## src/rtl/core/fqs_pkg.sv

```systemverilog
// shared types and constants for the fifo queue with search
package fqs_pkg;

  localparam int unsigned FqsDepth = 16;
  localparam int unsigned DataW    = 32;

  typedef enum logic [1:0] {
    OP_INSERT = 2'd0,
    OP_REMOVE = 2'd1,
    OP_SEARCH = 2'd2,
    OP_NONE   = 2'd3
  } op_e;

  typedef enum logic [1:0] {
    STAT_DONE  = 2'd0,
    STAT_EMPTY = 2'd1,
    STAT_FULL  = 2'd2
  } status_e;

  typedef enum logic {
    S_IDLE   = 1'b0,
    S_SEARCH = 1'b1
  } state_e;

  // queue update command broadcast to every cell
  typedef struct packed {
    logic                    shift;
    logic                    ins;
    logic signed [DataW-1:0] value;
  } cell_ctrl_t;

  // search token traveling down the chain
  typedef struct packed {
    logic                    tok;
    logic                    hit;
    logic signed [DataW-1:0] key;
  } srch_t;

  // queue status seen by the controller
  typedef struct packed {
    logic                    head_occ;
    logic                    tail_occ;
    logic signed [DataW-1:0] head_data;
  } q_stat_t;

endpackage

```

## src/rtl/core/fqs_in_if.sv

```systemverilog
// command channel interface
interface fqs_in_if;
  logic               valid;
  logic               ready;
  logic        [1:0]  operation;
  logic signed [31:0] value;

  modport source (output valid, output operation, output value, input ready);
  modport sink (input valid, input operation, input value, output ready);
endinterface

```

## src/rtl/core/fqs_out_if.sv

```systemverilog
// result channel interface
interface fqs_out_if;
  logic               valid;
  logic               ready;
  logic        [1:0]  status;
  logic signed [31:0] data_out;
  logic               found;

  modport source (output valid, output status, output data_out, output found, input ready);
  modport sink (input valid, input status, input data_out, input found, output ready);
endinterface

```

## src/rtl/core/fqs_cell.sv

```systemverilog
// one queue cell: stored entry, occupied flag and one search stage
module fqs_cell
  import fqs_pkg::*;
(
  input  logic                    clk_i,
  input  logic                    rst_ni,
  input  cell_ctrl_t              ctrl_i,
  input  logic                    prev_occ_i,
  input  logic                    next_occ_i,
  input  logic signed [DataW-1:0] next_data_i,
  input  srch_t                   srch_i,
  output srch_t                   srch_o,
  output logic                    occ_o,
  output logic signed [DataW-1:0] data_o
);

  logic                    occ_q, occ_d;
  logic signed [DataW-1:0] data_q, data_d;
  logic                    data_en;
  logic                    tok_q, hit_q;
  logic signed [DataW-1:0] key_q;

  always_comb begin
    occ_d   = occ_q;
    data_d  = data_q;
    data_en = 1'b0;
    if (ctrl_i.shift) begin
      occ_d   = next_occ_i;
      data_d  = next_data_i;
      data_en = 1'b1;
    end else if (ctrl_i.ins && !occ_q && prev_occ_i) begin
      occ_d   = 1'b1;
      data_d  = ctrl_i.value;
      data_en = 1'b1;
    end
  end

  always_ff @(posedge clk_i or negedge rst_ni) begin
    if (!rst_ni) begin
      occ_q <= 1'b0;
      tok_q <= 1'b0;
      hit_q <= 1'b0;
    end else begin
      occ_q <= occ_d;
      tok_q <= srch_i.tok;
      hit_q <= srch_i.hit | (occ_q && (data_q == srch_i.key));
    end
  end

  always_ff @(posedge clk_i) begin
    if (data_en) begin
      data_q <= data_d;
    end
    key_q <= srch_i.key;
  end

  assign srch_o.tok = tok_q;
  assign srch_o.hit = hit_q;
  assign srch_o.key = key_q;
  assign occ_o      = occ_q;
  assign data_o     = data_q;

endmodule

```

## src/rtl/core/fqs_ctrl.sv

```systemverilog
// command decode, search sequencing and result register
module fqs_ctrl
  import fqs_pkg::*;
(
  input  logic                    clk_i,
  input  logic                    rst_ni,
  input  logic                    in_valid_i,
  output logic                    in_ready_o,
  input  logic [1:0]              operation_i,
  input  logic signed [DataW-1:0] value_i,
  input  q_stat_t                 qstat_i,
  input  srch_t                   srch_last_i,
  output cell_ctrl_t              ctrl_o,
  output srch_t                   srch_first_o,
  output logic                    out_valid_o,
  input  logic                    out_ready_i,
  output logic [1:0]              status_o,
  output logic signed [DataW-1:0] data_out_o,
  output logic                    found_o
);

  state_e                  state_q, state_d;
  logic                    out_valid_q, out_valid_d;
  status_e                 status_q, status_d;
  logic signed [DataW-1:0] data_q, data_d;
  logic                    found_q, found_d;
  logic                    load;
  logic                    accept;
  op_e                     op;

  assign op = op_e'(operation_i);

  always_comb begin
    state_d             = state_q;
    in_ready_o          = (state_q == S_IDLE) && (!out_valid_q || out_ready_i);
    accept              = in_valid_i && in_ready_o;
    ctrl_o.shift        = 1'b0;
    ctrl_o.ins          = 1'b0;
    ctrl_o.value        = value_i;
    srch_first_o.tok    = 1'b0;
    srch_first_o.hit    = 1'b0;
    srch_first_o.key    = value_i;
    load                = 1'b0;
    status_d            = STAT_DONE;
    data_d              = '0;
    found_d             = 1'b0;

    case (state_q)
      S_IDLE: begin
        if (accept) begin
          case (op)
            OP_INSERT: begin
              load = 1'b1;
              if (qstat_i.tail_occ) begin
                status_d = STAT_FULL;
              end else begin
                ctrl_o.ins = 1'b1;
              end
            end
            OP_REMOVE: begin
              load = 1'b1;
              if (!qstat_i.head_occ) begin
                status_d = STAT_EMPTY;
              end else begin
                ctrl_o.shift = 1'b1;
                data_d       = qstat_i.head_data;
              end
            end
            OP_SEARCH: begin
              srch_first_o.tok = 1'b1;
              state_d          = S_SEARCH;
            end
            default: begin
              load = 1'b1;
            end
          endcase
        end
      end
      S_SEARCH: begin
        if (srch_last_i.tok) begin
          load    = 1'b1;
          found_d = srch_last_i.hit;
          state_d = S_IDLE;
        end
      end
      default: begin
        state_d = S_IDLE;
      end
    endcase

    if (load) begin
      out_valid_d = 1'b1;
    end else if (out_ready_i) begin
      out_valid_d = 1'b0;
    end else begin
      out_valid_d = out_valid_q;
    end
  end

  always_ff @(posedge clk_i or negedge rst_ni) begin
    if (!rst_ni) begin
      state_q     <= S_IDLE;
      out_valid_q <= 1'b0;
    end else begin
      state_q     <= state_d;
      out_valid_q <= out_valid_d;
    end
  end

  always_ff @(posedge clk_i) begin
    if (load) begin
      status_q <= status_d;
      data_q   <= data_d;
      found_q  <= found_d;
    end
  end

  assign out_valid_o = out_valid_q;
  assign status_o    = status_q;
  assign data_out_o  = data_q;
  assign found_o     = found_q;

endmodule

```

## src/rtl/core/fifo_queue_with_search_core.sv

```systemverilog
// top level of the fifo queue with membership search
//
//   channel  dir  handshake      payload
//   in_i     in   valid / ready  operation[1:0], value[31:0]
//   out_o    out  valid / ready  status[1:0], data_out[31:0], found
//
// insert, remove and unused codes: result registered and valid in the cycle after the transfer
// search: the key walks the cell chain one cell per cycle; the result is registered when the token leaves the last cell
// one command in flight at a time; the next transfer is taken while the result is taken
// reset empties the queue; entry contents are not cleared
// a stalled result holds the output register and blocks further transfers
module fifo_queue_with_search_core
  import fqs_pkg::*;
#(
  parameter int unsigned DEPTH = FqsDepth
) (
  input  logic     clk_i,
  input  logic     rst_ni,
  fqs_in_if.sink   in_i,
  fqs_out_if.source out_o
);

  cell_ctrl_t              ctrl;
  q_stat_t                 qstat;
  logic                    occ  [DEPTH];
  logic signed [DataW-1:0] data [DEPTH];
  srch_t                   srch [DEPTH+1];

  fqs_ctrl u_ctrl (
    .clk_i        (clk_i),
    .rst_ni       (rst_ni),
    .in_valid_i   (in_i.valid),
    .in_ready_o   (in_i.ready),
    .operation_i  (in_i.operation),
    .value_i      (in_i.value),
    .qstat_i      (qstat),
    .srch_last_i  (srch[DEPTH]),
    .ctrl_o       (ctrl),
    .srch_first_o (srch[0]),
    .out_valid_o  (out_o.valid),
    .out_ready_i  (out_o.ready),
    .status_o     (out_o.status),
    .data_out_o   (out_o.data_out),
    .found_o      (out_o.found)
  );

  for (genvar i = 0; i < DEPTH; i++) begin : g_cell
    logic                    prev_occ;
    logic                    next_occ;
    logic signed [DataW-1:0] next_data;

    if (i == 0) begin : g_first
      assign prev_occ = 1'b1;
    end else begin : g_mid
      assign prev_occ = occ[i-1];
    end

    if (i == DEPTH - 1) begin : g_last
      assign next_occ  = 1'b0;
      assign next_data = '0;
    end else begin : g_body
      assign next_occ  = occ[i+1];
      assign next_data = data[i+1];
    end

    fqs_cell u_cell (
      .clk_i       (clk_i),
      .rst_ni      (rst_ni),
      .ctrl_i      (ctrl),
      .prev_occ_i  (prev_occ),
      .next_occ_i  (next_occ),
      .next_data_i (next_data),
      .srch_i      (srch[i]),
      .srch_o      (srch[i+1]),
      .occ_o       (occ[i]),
      .data_o      (data[i])
    );
  end

  assign qstat.head_occ  = occ[0];
  assign qstat.tail_occ  = occ[DEPTH-1];
  assign qstat.head_data = data[0];

endmodule

```

## src/flat_wrapper.sv

```systemverilog
// flat-port wrapper written by rule: the top's interface ports become plain ports
module fifo_queue_with_search_core_flat import fqs_pkg::*;
#(
  parameter int unsigned DEPTH = FqsDepth
)
  (clk_i, rst_ni, in_i_valid, in_i_operation, in_i_value, in_i_ready, out_o_valid, out_o_status, out_o_data_out, out_o_found, out_o_ready);
  fqs_in_if in_i_i ();
  fqs_out_if out_o_i ();
  input  logic clk_i;
  input  logic rst_ni;
  input wire logic [$bits(in_i_i.valid)-1:0] in_i_valid;
  input wire logic [$bits(in_i_i.operation)-1:0] in_i_operation;
  input wire logic [$bits(in_i_i.value)-1:0] in_i_value;
  output wire logic [$bits(in_i_i.ready)-1:0] in_i_ready;
  output wire logic [$bits(out_o_i.valid)-1:0] out_o_valid;
  output wire logic [$bits(out_o_i.status)-1:0] out_o_status;
  output wire logic [$bits(out_o_i.data_out)-1:0] out_o_data_out;
  output wire logic [$bits(out_o_i.found)-1:0] out_o_found;
  input wire logic [$bits(out_o_i.ready)-1:0] out_o_ready;
  assign in_i_i.valid = in_i_valid;
  assign in_i_i.operation = in_i_operation;
  assign in_i_i.value = in_i_value;
  assign in_i_ready = in_i_i.ready;
  assign out_o_valid = out_o_i.valid;
  assign out_o_status = out_o_i.status;
  assign out_o_data_out = out_o_i.data_out;
  assign out_o_found = out_o_i.found;
  assign out_o_i.ready = out_o_ready;
  fifo_queue_with_search_core #(.DEPTH(DEPTH)) u_core (.clk_i(clk_i), .rst_ni(rst_ni), .in_i(in_i_i), .out_o(out_o_i));
endmodule
```

## config.mk

```make
export PLATFORM = sky130hd
export DESIGN_NAME = fifo_queue_with_search_core_flat
export DESIGN_NICKNAME = d
export VERILOG_FILES = /design/src/rtl/core/fqs_pkg.sv /design/src/rtl/core/fqs_in_if.sv /design/src/rtl/core/fqs_out_if.sv /design/src/rtl/core/fqs_cell.sv /design/src/rtl/core/fqs_ctrl.sv /design/src/rtl/core/fifo_queue_with_search_core.sv /design/src/flat_wrapper.sv
export SDC_FILE = /design/constraint.sdc
export NUM_CORES = 1
export LEC_CHECK = 0
export BUFFER_PORTS_ARGS = -buffer_cell sky130_fd_sc_hd__buf_2
export CORE_MARGIN = 2
export CORE_UTILIZATION = 45
export CTS_BUF_LIST = sky130_fd_sc_hd__clkbuf_2
export DETAILED_ROUTE_END_ITERATION = 10
export HOLD_SLACK_MARGIN = 0.12
export PLACE_DENSITY = 0.67
export SKIP_CTS_REPAIR_TIMING = 1
export SLEW_MARGIN = 40
export SYNTH_ARGS = -nofsm -noshare
export SYNTH_HDL_FRONTEND = slang
export SYNTH_HIERARCHICAL = 1
export SYNTH_SLANG_ARGS = --single-unit
```

## constraint.sdc

```tcl
create_clock -name clk_i -period 5.3 [get_ports clk_i]
set_input_delay 0.53 -clock clk_i [delete_from_list [all_inputs] [get_ports clk_i]]
set_output_delay 0.53 -clock clk_i [all_outputs]
set_load 0.005 [all_outputs]
```

==> impl_metrics.env, run 1 <==
export IMPL_grt_antenna_before_repair=3
export IMPL_critPathSlowestCell="nor2b_4"
export IMPL_fin_tns_setup_ps=0
export IMPL_grtUsageTotal_pct=17.16
export IMPL_grt_overflow_total=0
export IMPL_p_int_mw=11.84
export IMPL_cts_buffers=278
export IMPL_most_common_layout_cells="edfxtp_1 (547), mux2_2 (512), dfxtp_1 (480)"
export IMPL_routed_wl_um=81630
export IMPL_die_h_um=305.7
export IMPL_powerDensity_nw_per_um2=347.7
export IMPL_cp_max_fo=23
export IMPL_cts_reportedPaths_clkPinSlew_ps=130
export IMPL_ios=75
export IMPL_outcome="finished clean"
export IMPL_first_pass_iters=7
export IMPL_p_leak_nw=16.06
export IMPL_grt_pass1_vias=23240
export IMPL_arrival_ps=2990
export IMPL_drv_cap=0
export IMPL_ys_warn_count=6
export IMPL_io_buffer_count=74
export IMPL_path_cells="nor2b_4 -> buf_4 -> nor2_1 -> buf_2"
export IMPL_h_tree_depth=5
export IMPL_initial_core_util_pct=45.44
export IMPL_path_buf_inv=2
export IMPL_fin_crit_ps=3515
export IMPL_tightest_slew_ps=920.2
export IMPL_drt_iter0_drc=1403
export IMPL_cts_path_max_buffers=4
export IMPL_critPathRequiredTime_ps=4770
export IMPL_clkSinkCount=1077
export IMPL_clock_latency_ps=1350
export IMPL_multi_input_area_um2=12810
export IMPL_p_seq_share_pct=58.8
export IMPL_rsz0062_at_grt="false"
export IMPL_cp_top_family="simple AND/OR/NAND/NOR gates"
export IMPL_slew_headroom_pct=38.65
export IMPL_slowest_delay_ps=560
export IMPL_areaGrowthSynthToFinish_pct=11.42
export IMPL_clkPwrFrac_pct=34.8
export IMPL_vias_per_cell=5.000
export IMPL_num_nets_final=2978
export IMPL_finalClockSkew_ps=105.7
export IMPL_seq_area_um2=27290
export IMPL_vdd_drop_max_mv=0.2107
export IMPL_dieArea_um2=93450
export IMPL_end_kind="output pin"
export IMPL_setup_viol=0
export IMPL_slew_violations=0
export IMPL_setup_ws_ps=1785
export IMPL_comb_power_share_pct=6.3
export IMPL_fillerInstances=7644
export IMPL_routabilityCongestion=0.8442
export IMPL_tritoncts="built"
export IMPL_power_switching_mw=4.029
export IMPL_criticalPathCategory="reg2out"
export IMPL_grt_pass1_wl_um=127600
export IMPL_num_vias=21600
export IMPL_final_common_cell="edfxtp_1"
export IMPL_switching_share_pct=25.39
export IMPL_timing_hold_ws_ps=285.5
export IMPL_drive_above_1_share_pct=35.61
export IMPL_hold_path_class="reg2reg"
export IMPL_root_buffer="clkbuf_2"
export IMPL_startpoint_type="flip-flop"
export IMPL_synthCells=2621
export IMPL_fin_crit_sh_pct=66.33
export IMPL_grt_max_degree=158
export IMPL_syn_area_um2=40960
export IMPL_rows=110
export IMPL_detail_route_antenna_nets=0
export IMPL_pre_cts_slack_ps=1994
export IMPL_dp_hpwl_um=50490
export IMPL_final_hold_violation_count=0
export IMPL_fmax_ghz=0.2845
export IMPL_wl_per_cell_um=18.89
export IMPL_synth_avg_cell_area_um2=15.63
export IMPL_core_um2=90150
export IMPL_drcViolationCount=0
export IMPL_die_x_um=305.7
-- sequential cells by signal (all words and copies together) (netlist names) --
signal and flops:
u_core/u_ctrl/found_o 1, u_core/u_ctrl/state_q 1, u_core/g_cell.u_cell/key_q 480, u_core/g_cell.u_cell/data_o 512
u_core/g_cell.u_cell/occ_o 16, u_core/g_cell.u_cell/hit_q 16, u_core/u_ctrl/out_valid_o 1, u_core/g_cell.u_cell/tok_q 16
u_core/u_ctrl/data_out_o 32, u_core/u_ctrl/status_o 2
-- power groups by stage --
stage | Combinational [mW] | Sequential, mW | Clock, mW
after floorplan | 0.741 | 9.45 | 0
after global routing | 1.09 | 9.38 | 6.20
final | 1.00 | 9.34 | 5.53
after CTS | 0.953 | 9.34 | 5.74
after detailed placement | 0.936 | 9.52 | 0
after global placement | 0.896 | 9.52 | 0
-- layer usage --
metal | GRT usage, % | up-vias | part of all wire [%]
met5 | 0 | - | 0
met4 | 6.759 | 0 | 2.2
met3 | 4.174 | 109 | 4.2
met2 | 26.96 | 531 | 47
met1 | 22.94 | 10780 | 47
li1 | - | 10180 | -
-- final timing paths --
check                                                           startpoint                                           end  slack (ps)  depth (start not counted)
worst max-delay path                 u_core/u_ctrl/out_valid_o$_DFFE_PN0P_                                    in_i_ready        1780                          4
min in group asynchronous                                           rst_ni     u_core/g_cell[9].u_cell/occ_o$_DFFE_PN0P_         750                          5
worst min register to register  u_core/g_cell[10].u_cell/key_q[23]$_DFF_P_    u_core/g_cell[11].u_cell/key_q[23]$_DFF_P_         290                          0
worst min-delay path            u_core/g_cell[10].u_cell/key_q[23]$_DFF_P_    u_core/g_cell[11].u_cell/key_q[23]$_DFF_P_         290                          0
worst max register to register             u_core/u_ctrl/state_q$_DFF_PN0_  u_core/g_cell[14].u_cell/data_o[6]$_DFFE_PP_        1870                          6
max in group asynchronous                                           rst_ni     u_core/g_cell[4].u_cell/occ_o$_DFFE_PN0P_        3110                          6
-- metrics by stage --
stage / total power, mW / instances / area, µm² / utilization, %
3_5_place_dp: 10.46 / 3756 / 42390 / 47.02
6_report: 15.87 / 4321 / 45640 / 50.62
3_3_place_gp: 10.41 / 3741 / 42140 / 46.74
4_1_cts: 16.03 / 4236 / 44790 / 49.69
2_1_floorplan: 10.19 / 2653 / 41080 / -
5_1_grt: 16.67 / 4321 / 45640 / 50.62
-- cell type report --
cell class / instances / area share, %
tap: 1176 / 3.224
timing repair buffer: 184 / 3.485
sequential: 1077 / 59.79
clock inverter: 44 / 0.4880
multi-input combinational: 1382 / 28.07
clock buffer: 436 / 4.781
inverter: 17 / 0.1398
antenna: 5 / 0.02742
No activity file was read; power rests on OpenSTA's default activity.
==> run 2, diff against run 1 <==
--- a/config.mk
+++ b/config.mk
@@ -5,6 +5,7 @@
 export SDC_FILE = /design/constraint.sdc
 export NUM_CORES = 1
 export LEC_CHECK = 0
+export ABC_AREA = 1
 export BUFFER_PORTS_ARGS = -buffer_cell sky130_fd_sc_hd__buf_2
 export CORE_MARGIN = 2
 export CORE_UTILIZATION = 45
==> constraint.sdc (replaced) <==
create_clock -name clk_i -period 3.6 [get_ports clk_i]
set_input_delay 0.36 -clock clk_i [delete_from_list [all_inputs] [get_ports clk_i]]
set_output_delay 0.36 -clock clk_i [all_outputs]
set_load 0.005 [all_outputs]
==> run 2 against run 1 <==
Compared with the run above:
- wire length grew 32%
- non-clock buffer count grew 58
- clock-buffer cell count grew 2
- die area grew 7.8%
- flip-flop and latch count is the same
- global-route usage grew 3.6 points
- largest power group unchanged
- register-to-register slack lost 920 ps
- total power grew 61%
- utilization is essentially flat
==> impl_metrics.env, run 2 <==
export IMPL_use_met2_pct=31.14
export IMPL_end_kind="flip-flop"
export IMPL_die_x_um=317.4
export IMPL_first_pass_iters=6
export IMPL_p_leak_nw=23.75
export IMPL_cts_buffers=285
export IMPL_fillerInstances=8894
export IMPL_criticalPathCategory="reg2reg"
export IMPL_grt_max_degree=92
export IMPL_met3_usage_pct=4.852
export IMPL_root_buffer="clkbuf_2"
export IMPL_vdd_drop_max_mv=0.3548
export IMPL_grt_pass1_wl_um=165600
export IMPL_routabilityCongestion=0.8151
export IMPL_top_usage_layer="met2"
export IMPL_drcViolationCount=0
export IMPL_io_buffer_count=74
export IMPL_clkSinkCount=1077
export IMPL_detail_route_antenna_nets=0
export IMPL_grt_overflow_total=0
export IMPL_final_common_cell="nand2_1"
export IMPL_fin_tns_setup_ps=0
export IMPL_fin_crit_ps=2653
export IMPL_most_common_layout_cells="nand2_1 (2373), inv_1 (642), edfxtp_1 (547)"
export IMPL_arrival_ps=3700
export IMPL_core_um2=96990
export IMPL_cts_reportedPaths_clkPinSlew_ps=110
export IMPL_areaGrowthSynthToFinish_pct=11.21
export IMPL_dp_hpwl_um=71790
export IMPL_ios=75
export IMPL_clock_latency_ps=1450
export IMPL_largest_reg_flops=512
export IMPL_grt_use_met1_pct=29.87
export IMPL_cp_max_fo=23
export IMPL_routed_wl_um=107900
export IMPL_final_hold_violation_count=0
export IMPL_dieArea_um2=100700
export IMPL_ys_warn_count=6
export IMPL_cts_path_max_buffers=4
export IMPL_num_nets_final=5416
export IMPL_grt_antenna_before_repair=3
export IMPL_slew_violations=0
export IMPL_tritoncts="built"
export IMPL_outcome="finished clean"
export IMPL_critPathRequiredTime_ps=4650
export IMPL_powerDensity_nw_per_um2=520.6
export IMPL_tightest_slew_ps=1020
export IMPL_startpoint_type="flip-flop"
export IMPL_slew_headroom_pct=31.80
export IMPL_drive_above_1_share_pct=11.27
export IMPL_wl_per_cell_um=15.71
export IMPL_finalClockSkew_ps=137.9
export IMPL_fmax_ghz=0.3770
export IMPL_grt_pass1_vias=31570
export IMPL_h_tree_depth=5
export IMPL_drv_cap=0
export IMPL_initial_core_util_pct=45.56
export IMPL_rows=114
export IMPL_drt_iter0_drc=3209
export IMPL_fin_crit_sh_pct=73.69
export IMPL_hold_path_class="in2reg"
export IMPL_setup_viol=0
export IMPL_num_vias=32510
export IMPL_synthCells=5033
export IMPL_die_h_um=317.4
export IMPL_synth_avg_cell_area_um2=8.780
export IMPL_vias_per_cell=4.733
export IMPL_syn_area_um2=44190
export IMPL_fin_util_pct=50.67
export IMPL_rsz0062_at_grt="false"
export IMPL_grtUsageTotal_pct=20.76
## run 2: routing by layer
layer,vias to the layer above,wire (µm)
met5,-,8
met4,2,2186
met3,186,8615
met2,1155,47930
met1,15060,49160
li1,16110,-
## run 2: final timing paths
path / startpoint / to / slack [ps] / cells after the start
worst max register to register: u_core/u_ctrl/out_valid_o$_DFFE_PN0P_ / u_core/g_cell[13].u_cell/data_o[6]$_DFFE_PP_ / 950 / 7
worst min register to register: u_core/g_cell[9].u_cell/key_q[23]$_DFF_P_ / u_core/g_cell[10].u_cell/key_q[23]$_DFF_P_ / 300 / 0
worst max-delay path: u_core/u_ctrl/out_valid_o$_DFFE_PN0P_ / u_core/g_cell[13].u_cell/data_o[6]$_DFFE_PP_ / 950 / 7
min in group asynchronous: rst_ni / u_core/g_cell[3].u_cell/hit_q$_DFF_PN0_ / 700 / 5
max in group asynchronous: rst_ni / u_core/g_cell[6].u_cell/tok_q$_DFF_PN0_ / 2250 / 6
worst min-delay path: in_i_value[26] / u_core/g_cell[0].u_cell/hit_q$_DFF_PN0_ / 210 / 11
## run 2: final cells by class
class                      instances  area (µm²)  share of cell area (%)
clock inverter                    60       285.3                  0.5805
sequential                      1077       27290                   55.52
inverter                         660        2477                   5.041
tap                             1276        1597                   3.249
antenna                            5       12.51                 0.02546
multi-input combinational       3112       13200                   26.86
timing repair buffer             242        2092                   4.257
clock buffer                     438        2192                   4.461
## run 2: per-stage QoR
step	power [mW]	hold slack [ps]	worst slack [ps]	cell area (µm²)	cells
floorplan	16.48	64.41	721.1	44310	5065
finish	25.59	206.2	947.1	49140	6870
detailed placement	17.37	334.7	1113	45520	6256
global route	26.90	130.4	810.0	49140	6869
CTS	25.65	-1236	908.9	48000	6754
global placement	17.30	331.5	1020	45520	6256
## run 2: report_power, final
| group | internal (mW) | switching [mW] | leakage (nW) |
|---|---|---|---|
| Combinational | 0.933 | 1.86 | 12.1 |
| Clock | 3.35 | 4.96 | 1.98 |
| Sequential | 13.9 | 0.580 | 9.63 |
| Total | 18.2 | 7.40 | 23.7 |
## run 2: critical path: stages (launching register included)
cell and delay [ps]:
dfrtp_1 430, nand2_2 110, nand3_2 260, nor2_4 290
buf_4 280, inv_2 60, nand2_1 520, buf_12 270
